--- config.mk ---
export PLATFORM = sky130hd
export DESIGN_NAME = sorted_priority_queue
export DESIGN_NICKNAME = d
export VERILOG_FILES = /design/src/sv/spq_pkg.sv /design/src/sv/spq_cell.sv /design/src/sv/sorted_priority_queue.sv
export SDC_FILE = /design/constraint.sdc
export NUM_CORES = 2
export LEC_CHECK = 0
export BUFFER_PORTS_ARGS = -buffer_cell sky130_fd_sc_hd__buf_2
export CELL_PAD_IN_SITES_DETAIL_PLACEMENT = 1
export CELL_PAD_IN_SITES_GLOBAL_PLACEMENT = 2
export CORE_MARGIN = 3
export CORE_UTILIZATION = 32
export CTS_BUF_LIST = sky130_fd_sc_hd__clkbuf_8
export CTS_CLUSTER_SIZE = 25
export DETAILED_ROUTE_END_ITERATION = 8
export PLACE_DENSITY_LB_ADDON = 0.05
export RECOVER_POWER = 100
export SKIP_LAST_GASP = 1
export SYNTH_ARGS = -nofsm -noshare
export SYNTH_HDL_FRONTEND = slang
export SYNTH_SLANG_ARGS = --single-unit
--- constraint.sdc ---
create_clock -name clk -period 5.7 [get_ports clk]
set_clock_uncertainty 0.2 [all_clocks]
set_input_delay 1.14 -clock clk [delete_from_list [all_inputs] [get_ports clk]]
set_output_delay 1.14 -clock clk [all_outputs]
set_load 0.05 [all_outputs]
--- src/sv/spq_pkg.sv ---
// ----------------------------------------------------------------------------
// spq_pkg: shared types and constants of the sorted priority queue
// Command and status codes, the per-cell control group and the default sizes.
// ----------------------------------------------------------------------------
package spq_pkg;

	localparam int DEPTH_DEFAULT       = 16;
	localparam int VALUE_WIDTH_DEFAULT = 32;

	// Field widths fixed by the interface
	localparam int CMD_W    = 2;
	localparam int STATUS_W = 2;
	localparam int CAP_W    = 5;
	localparam int COUNT_W  = 5;
	localparam int RESULT_W = 32;

	localparam logic [CAP_W-1:0] CAP_RESET = 5'd16;

	typedef enum logic [CMD_W-1:0] {
		CMD_INSERT = 2'd0,
		CMD_REMOVE = 2'd1,
		CMD_PEEK   = 2'd2
	} cmd_t;

	typedef enum logic [STATUS_W-1:0] {
		STATUS_OK    = 2'd0,
		STATUS_FULL  = 2'd1,
		STATUS_EMPTY = 2'd2
	} status_t;

	// Control broadcast to every cell of the chain
	typedef struct packed {
		logic insert;
		logic remove;
	} cell_ctrl_t;

endpackage

--- src/sv/spq_cell.sv ---
// ----------------------------------------------------------------------------
// spq_cell: one slot of the sorted chain
// Holds one entry, compares it with the incoming value and takes its own new
// value from the left neighbour, the right neighbour or the incoming value.
// ----------------------------------------------------------------------------
module spq_cell
	import spq_pkg::*;
#(
	parameter int VALUE_WIDTH = VALUE_WIDTH_DEFAULT
) (
	input  logic                          clk,
	input  cell_ctrl_t                    ctrl,
	input  logic signed [VALUE_WIDTH-1:0] new_value,
	input  logic                          occupied,
	input  logic                          prev_pos,
	input  logic signed [VALUE_WIDTH-1:0] left_value,
	input  logic signed [VALUE_WIDTH-1:0] right_value,
	output logic signed [VALUE_WIDTH-1:0] value,
	output logic                          pos
);

	logic signed [VALUE_WIDTH-1:0] value_q;

	// New value belongs at or before this slot: slot empty or strictly greater
	assign pos   = !occupied || (value_q > new_value);
	assign value = value_q;

	// Shift right on insert behind the insertion point, shift left on remove
	always_ff @(posedge clk) begin
		if (ctrl.insert) begin
			if (pos) begin
				value_q <= prev_pos ? left_value : new_value;
			end
		end else if (ctrl.remove) begin
			value_q <= right_value;
		end
	end

endmodule

--- src/sv/sorted_priority_queue.sv ---
// ----------------------------------------------------------------------------
// sorted_priority_queue: bounded min-priority queue in a chain of sorted cells
// Insert, remove-smallest and peek-smallest with full and empty status.
// ----------------------------------------------------------------------------
// Usage:
//   Requests enter on in_valid/in_stall with command and item_value; each
//   request gives exactly one response on out_valid/out_stall carrying
//   result_value, status and entry_count (count after the request).
//   Every cell compares its entry with the incoming value and shifts in the
//   same cycle; the response appears in the output register in the cycle
//   after acceptance, and one request per cycle is taken while the output is
//   drained.
//   When the receiver stalls, the response holds in the output register and
//   in_stall rises until it is taken; no request is lost.
//   Equal values leave in arrival order. Insert into a full queue answers
//   status full; remove or peek on an empty queue answers status empty and
//   value -1. Command 3 answers value 0, status ok and the current count.
//   capacity_limit is written through cfg_write_en/cfg_write_data; the user
//   writes it only while idle, unenforced; values above DEPTH count as DEPTH.
//   Reset empties the queue at once (count to zero, capacity to 16); there
//   is no clearing pass, and the cell contents are left as they are.
// ----------------------------------------------------------------------------
module sorted_priority_queue
	import spq_pkg::*;
#(
	parameter int DEPTH       = DEPTH_DEFAULT,
	parameter int VALUE_WIDTH = VALUE_WIDTH_DEFAULT
) (
	input  logic                       clk,
	input  logic                       arst_n,
	input  logic                       cfg_write_en,
	input  logic [CAP_W-1:0]           cfg_write_data,
	input  logic                       in_valid,
	output logic                       in_stall,
	input  logic [CMD_W-1:0]           command,
	input  logic signed [RESULT_W-1:0] item_value,
	output logic                       out_valid,
	input  logic                       out_stall,
	output logic signed [RESULT_W-1:0] result_value,
	output logic [STATUS_W-1:0]        status,
	output logic [COUNT_W-1:0]         entry_count
);

	localparam int CNT_W = $clog2(DEPTH + 1);
	localparam int CMP_W = CNT_W + CAP_W;

	logic [CAP_W-1:0]              cap_q;
	logic [CNT_W-1:0]              count_q;
	logic                          out_valid_q;
	logic signed [RESULT_W-1:0]    result_q;
	status_t                       status_q;
	logic [COUNT_W-1:0]            entry_count_q;

	logic                          accept;
	logic                          full;
	logic                          empty;
	logic signed [VALUE_WIDTH-1:0] new_value;
	logic signed [VALUE_WIDTH-1:0] cell_value [DEPTH];
	logic [DEPTH-1:0]              cell_pos;
	cell_ctrl_t                    ctrl;
	logic [CNT_W-1:0]              count_d;
	logic signed [RESULT_W-1:0]    result_d;
	status_t                       status_d;

	// Input side waits only while a response is held
	assign in_stall  = out_valid_q && out_stall;
	assign accept    = in_valid && !in_stall;
	assign new_value = VALUE_WIDTH'(item_value);

	assign full  = (CMP_W'(count_q) >= CMP_W'(cap_q)) || (count_q == CNT_W'(DEPTH));
	assign empty = (count_q == '0);

	// Decode the request into cell control, response and next count
	always_comb begin
		ctrl     = '0;
		count_d  = count_q;
		result_d = '0;
		status_d = STATUS_OK;
		unique case (command)
			CMD_INSERT: begin
				if (full) begin
					status_d = STATUS_FULL;
				end else begin
					ctrl.insert = accept;
					count_d     = count_q + 1'b1;
				end
			end
			CMD_REMOVE, CMD_PEEK: begin
				if (empty) begin
					status_d = STATUS_EMPTY;
					result_d = '1;
				end else begin
					result_d = RESULT_W'(cell_value[0]);
					if (command == CMD_REMOVE) begin
						ctrl.remove = accept;
						count_d     = count_q - 1'b1;
					end
				end
			end
			default: begin
				result_d = '0;
			end
		endcase
	end

	// Chain of cells, each seeing both neighbours
	for (genvar i = 0; i < DEPTH; i++) begin : g_cell
		logic                          prev_pos;
		logic signed [VALUE_WIDTH-1:0] left_value;
		logic signed [VALUE_WIDTH-1:0] right_value;

		if (i == 0) begin : g_first
			assign prev_pos   = 1'b0;
			assign left_value = new_value;
		end else begin : g_inner
			assign prev_pos   = cell_pos[i-1];
			assign left_value = cell_value[i-1];
		end

		if (i == DEPTH - 1) begin : g_last
			assign right_value = cell_value[i];
		end else begin : g_body
			assign right_value = cell_value[i+1];
		end

		spq_cell #(
			.VALUE_WIDTH (VALUE_WIDTH)
		) u_cell (
			.clk         (clk),
			.ctrl        (ctrl),
			.new_value   (new_value),
			.occupied    (CNT_W'(i) < count_q),
			.prev_pos    (prev_pos),
			.left_value  (left_value),
			.right_value (right_value),
			.value       (cell_value[i]),
			.pos         (cell_pos[i])
		);
	end

	// Hold the capacity register
	always_ff @(posedge clk or negedge arst_n) begin
		if (!arst_n) begin
			cap_q <= CAP_RESET;
		end else if (cfg_write_en) begin
			cap_q <= cfg_write_data;
		end
	end

	// Advance the count and the response valid
	always_ff @(posedge clk or negedge arst_n) begin
		if (!arst_n) begin
			count_q     <= '0;
			out_valid_q <= 1'b0;
		end else begin
			if (accept) begin
				count_q     <= count_d;
				out_valid_q <= 1'b1;
			end else if (!out_stall) begin
				out_valid_q <= 1'b0;
			end
		end
	end

	// Capture the response payload
	always_ff @(posedge clk) begin
		if (accept) begin
			result_q      <= result_d;
			status_q      <= status_d;
			entry_count_q <= COUNT_W'(count_d);
		end
	end

	assign out_valid    = out_valid_q;
	assign result_value = result_q;
	assign status       = status_q;
	assign entry_count  = entry_count_q;

	// Count never exceeds the depth
	a_count_bound: assert property (@(posedge clk) disable iff (!arst_n)
		count_q <= CNT_W'(DEPTH))
		else $error("entry count above depth");

	// A granted insert grows the count by one
	a_insert_grows: assert property (@(posedge clk) disable iff (!arst_n)
		accept && command == CMD_INSERT && !full |=> count_q == $past(count_q) + 1'b1)
		else $error("insert did not grow the count");

	// An empty response carries all ones
	a_empty_value: assert property (@(posedge clk) disable iff (!arst_n)
		out_valid && status == STATUS_EMPTY |-> result_value == '1)
		else $error("empty response without all-ones value");

	// Every accepted request shows a response next cycle
	a_response: assert property (@(posedge clk) disable iff (!arst_n)
		accept |=> out_valid)
		else $error("accepted request gave no response");

endmodule
==> flow_summary.json <==
{
  "cts.sinks": 562,
  "drt-initial-drc-count": 2625,
  "cp_slowest_cell": "a221oi_1",
  "vias": 32854,
  "dieArea_sq_um": 126000,
  "critPathRequiredTime_ps": 6030,
  "grt_start_max_net_pins": 161,
  "clockRootBuffer": "clkbuf_8",
  "syn_inst": 3932,
  "clkTransAtPathRegs_ps": 60,
  "dp_hpwl_microns": 111000,
  "synth_flop_cell": "edfxtp_1",
  "r2r_cells": 10,
  "yosys_warnings": 0,
  "row_count": 127,
  "fillCellCount": 13504,
  "crit_path_start_kind": "input pin",
  "core_area_sq_um": 120000,
  "reg2reg_slack_ps": 810,
  "die_h_microns": 355,
  "min_period_ps": 4970,
  "tightest_slew_ps": 2270,
  "end_kind": "flop",
  "ios": 85,
  "min_path_cells": 2,
  "slew_headroom": -0.511,
  "synth_edf_count": 551,
  "vdd_drop_max_uv": 257,
  "status": "complete, but fails checks",
  "setup_viol_count_final": 0,
  "synth_area_sq_um": 38900,
  "drive_gt1_frac": 0.0897,
  "regArea_sq_um": 16800,
  "hold-worst-slack_ps": 326,
  "cts_max_path_buffers": 3,
  "ys_ff_latch": 562,
  "regToRegEndpoint": "g_cell[14].u_cell.value[7]$_DFFE_PP_",
  "seq_area_frac_synth": 0.432,
  "fin_nets": 4560,
  "multiInputGateArea_sq_um": 20800,
  "crit_arrival_ps": 5310,
  "place.port_buffers": 84,
  "fmaxAchievable_ghz": 0.201,
  "avgSynthCellArea_sq_um": 9.90,
  "firstDrtPassIters": 7,
  "synth_cell_types": 69,
  "rsz0062_at_grt": "false",
  "syn-num-nets": 4499,
  "gp_congestion": 0.851,
  "fin_util": 0.362,
  "grt_overflow": 0,
  "min_path_type": "reg -> reg",
  "cts_tree": "yes",
  "r2r-start": "count_q[0]$_DFFE_PN0P_",
  "period_share": 0.873,
  "hold_viol": 0,
  "criticalPathCategory": "in -> reg",
  "wl_microns": 147000,
  "ys_async_sr_fraction": 0.0196,
  "die_x_microns": 355,
  "cts_buffers": 116,
  "clkLatencyLatePin_ps": 820,
  "postRouteAntennaNets": 0,
  "drc": 0,
  "p_leak_nw": 16.9,
  "start_util": 0.323,
  "critPathMaxFanout": 12,
  "vias_per_cell": 5.75,
  "cts_post_setup_buffers_inserted": 0,
  "area_growth_pct": 11.9,
  "htreeDepth": 3,
  "grt_pass1_wl_microns": 223000,
  "slew_violations": 119,
  "min_delay_worst_endpoint": "out_valid$_DFFE_PN0P_",
  "min-delay-start": "out_valid$_DFFE_PN0P_",
  "antenna_found_initial": 3,
  "critPathMaxStageDelay_ps": 770,
  "power.density_nw_per_um2": 326,
  "track_usage": 0.230,
  "maxCapViolCount": 3,
  "path_cells": "clkbuf_1 -> inv_1 -> ha_1 -> a21oi_1 -> o21ai_0 -> a221oi_1 -> or3_1 -> a311oi_1 -> nor2_1 -> clkbuf_1 -> mux2i_1 -> a21oi_1",
  "grt_pass1_vias": 34769,
  "wl_per_cell_microns": 25.7,
  "violations": "max-capacitance violations, max-slew violations"
}
==> power breakdown <==
| group | switching (mW) | leakage (nW) | total (mW) | internal, mW |
|---|---|---|---|---|
| sequential | 0.418 | 5.16 | 5.61 | 5.19 |
| combinational | 3.18 | 10.5 | 4.53 | 1.35 |
| clock | 2.04 | 1.19 | 4.06 | 2.02 |
==> cells in the final DEF (no fill, tap or decap), drive strengths merged, types with 10 or more instances in the layout <==
cell type  Yosys  layout
mux2          36      36
a21o         118     118
o21ai        108     108
a221oi        16      16
nor2b         18      18
edfxtp       551     551
nor3          29      29
nor4          22      22
buf           96     147
nand4        173     173
o21a          45      45
dfrtp         10      10
nand3        378     378
inv           79     109
o221ai        12      12
a21oi        247     247
nor2          81      81
nand4b        31      31
o211ai       392     392
a211oi        23      23
clkinv         0      65
clkbuf       177     187
or4           12      12
ha           523     523
nand2        647     647
==> area by class of cell <==
class | count | share of cell area
multi-input cells | 3018 | 0.478
flip-flops and latches | 562 | 0.386
well taps | 1612 | 0.0463
clock buffers | 119 | 0.0376
repair buffers | 216 | 0.0344
clock inverters | 99 | 0.0107
inverters | 79 | 0.00681
diodes | 5 | 0.000287
==> cell usage after synthesis, drive strengths merged, types with 3 or more instances <==
master | count | area (sq um)
a211oi | 23 | 173
o211ai | 392 | 2940
nor4 | 22 | 138
or4 | 12 | 90.1
ha | 523 | 6540
and3 | 4 | 25.0
nand2 | 647 | 2430
clkbuf | 177 | 668
nor2 | 81 | 314
a221oi | 16 | 140
o21bai | 3 | 22.5
o2bb2ai | 6 | 52.6
o21ai | 108 | 541
and4 | 5 | 43.8
mux2 | 36 | 405
buf | 96 | 459
nand4 | 173 | 1080
a32o | 7 | 70.1
nand3 | 378 | 1890
a21boi | 6 | 45.0
a31oi | 4 | 25.0
o221ai | 12 | 105
o211a | 3 | 30.0
nor2b | 18 | 113
nand2b | 6 | 37.5
o2111a | 3 | 33.8
a21o | 118 | 886
edfxtp | 551 | 16500
a21oi | 247 | 1240
a2111oi | 6 | 52.6
nor3 | 29 | 155
or3 | 9 | 56.3
inv | 79 | 297
o31ai | 6 | 45.0
and2 | 6 | 37.5
or2 | 3 | 18.8
dfrtp | 10 | 250
nand4b | 31 | 272
o21a | 45 | 338
==> worst max-delay path, delay by kind of cell <==
family          cells  cell delay [ps]
compound gates      5             1250
buf+inv             3             1380
mux                 1              250
simple gates        2              900
fa+ha+maj           1              370
==> kinds of logic after synthesis <==
kind of cell / count (synthesis) / share of synthesized area
AOI/OAI and AO/OA: 1026 / 0.178
xor gates and xnor gates: 1 / 0.000225
adders and majority gates: 523 / 0.168
buffers and inverters: 352 / 0.0366
DFF: 562 / 0.432
muxes: 38 / 0.0109
and+or+nand+nor: 1430 / 0.174
==> metrics by stage <==
| step | worst slack, ps | instances | area, sq um | power (mW) | TNS [ps] |
|---|---|---|---|---|---|
| 6_report | 725 | 5710 | 43500 | 14.2 | 0 |
| 5_1_grt | 501 | 5708 | 43500 | 15.1 | 0 |
| 4_1_cts | 1200 | 5705 | 43800 | 14.5 | 0 |
| 3_5_place_dp | 280 | 5486 | 41700 | 10.3 | 0 |
| 3_3_place_gp | 408 | 5486 | 41700 | 10.2 | 0 |
| 2_1_floorplan | -720 | 3932 | 38900 | 8.52 | -46110 |
==> registers in the layout, indices dropped and copies added (netlist names) <==
register             count
g_cell.u_cell.value    512
result_value            32
cap_q                    5
count_q                  5
entry_count              5
status                   2
out_valid                1
==> how the worst max path moves through the flow <==
stage,to,slack (ps),cells after the start,startpoint
final,g_cell[10].u_cell.value[0]$_DFFE_PP_,730,12,item_value[5]
after global routing,g_cell[1].u_cell.value[23]$_DFFE_PP_,500,11,count_q[0]$_DFFE_PN0P_
after CTS,g_cell[8].u_cell.value[8]$_DFFE_PP_,1200,11,item_value[5]
after detailed placement,g_cell[8].u_cell.value[8]$_DFFE_PP_,280,11,item_value[5]
after global placement,g_cell[8].u_cell.value[0]$_DFFE_PP_,410,11,item_value[5]
after floorplan,g_cell[3].u_cell.value[0]$_DFFE_PP_,-720,7,out_stall
==> routing by layer <==
metal,vias up,GRT usage,routed length [microns]
li1,15385,-,-
met1,16460,0.322,69400
met2,782,0.369,66300
met3,227,0.0310,6470
met4,0,0.0723,4890
met5,-,0,0
==> what timing repair did <==
| item | in CTS | in global routing |
|---|---|---|
| resized for setup | 0 | 0 |
| hold buffers | 1 | 0 |
| hold endpoints to repair | 10 | 0 |
Note: power is estimated with default switching activity, not from simulation.
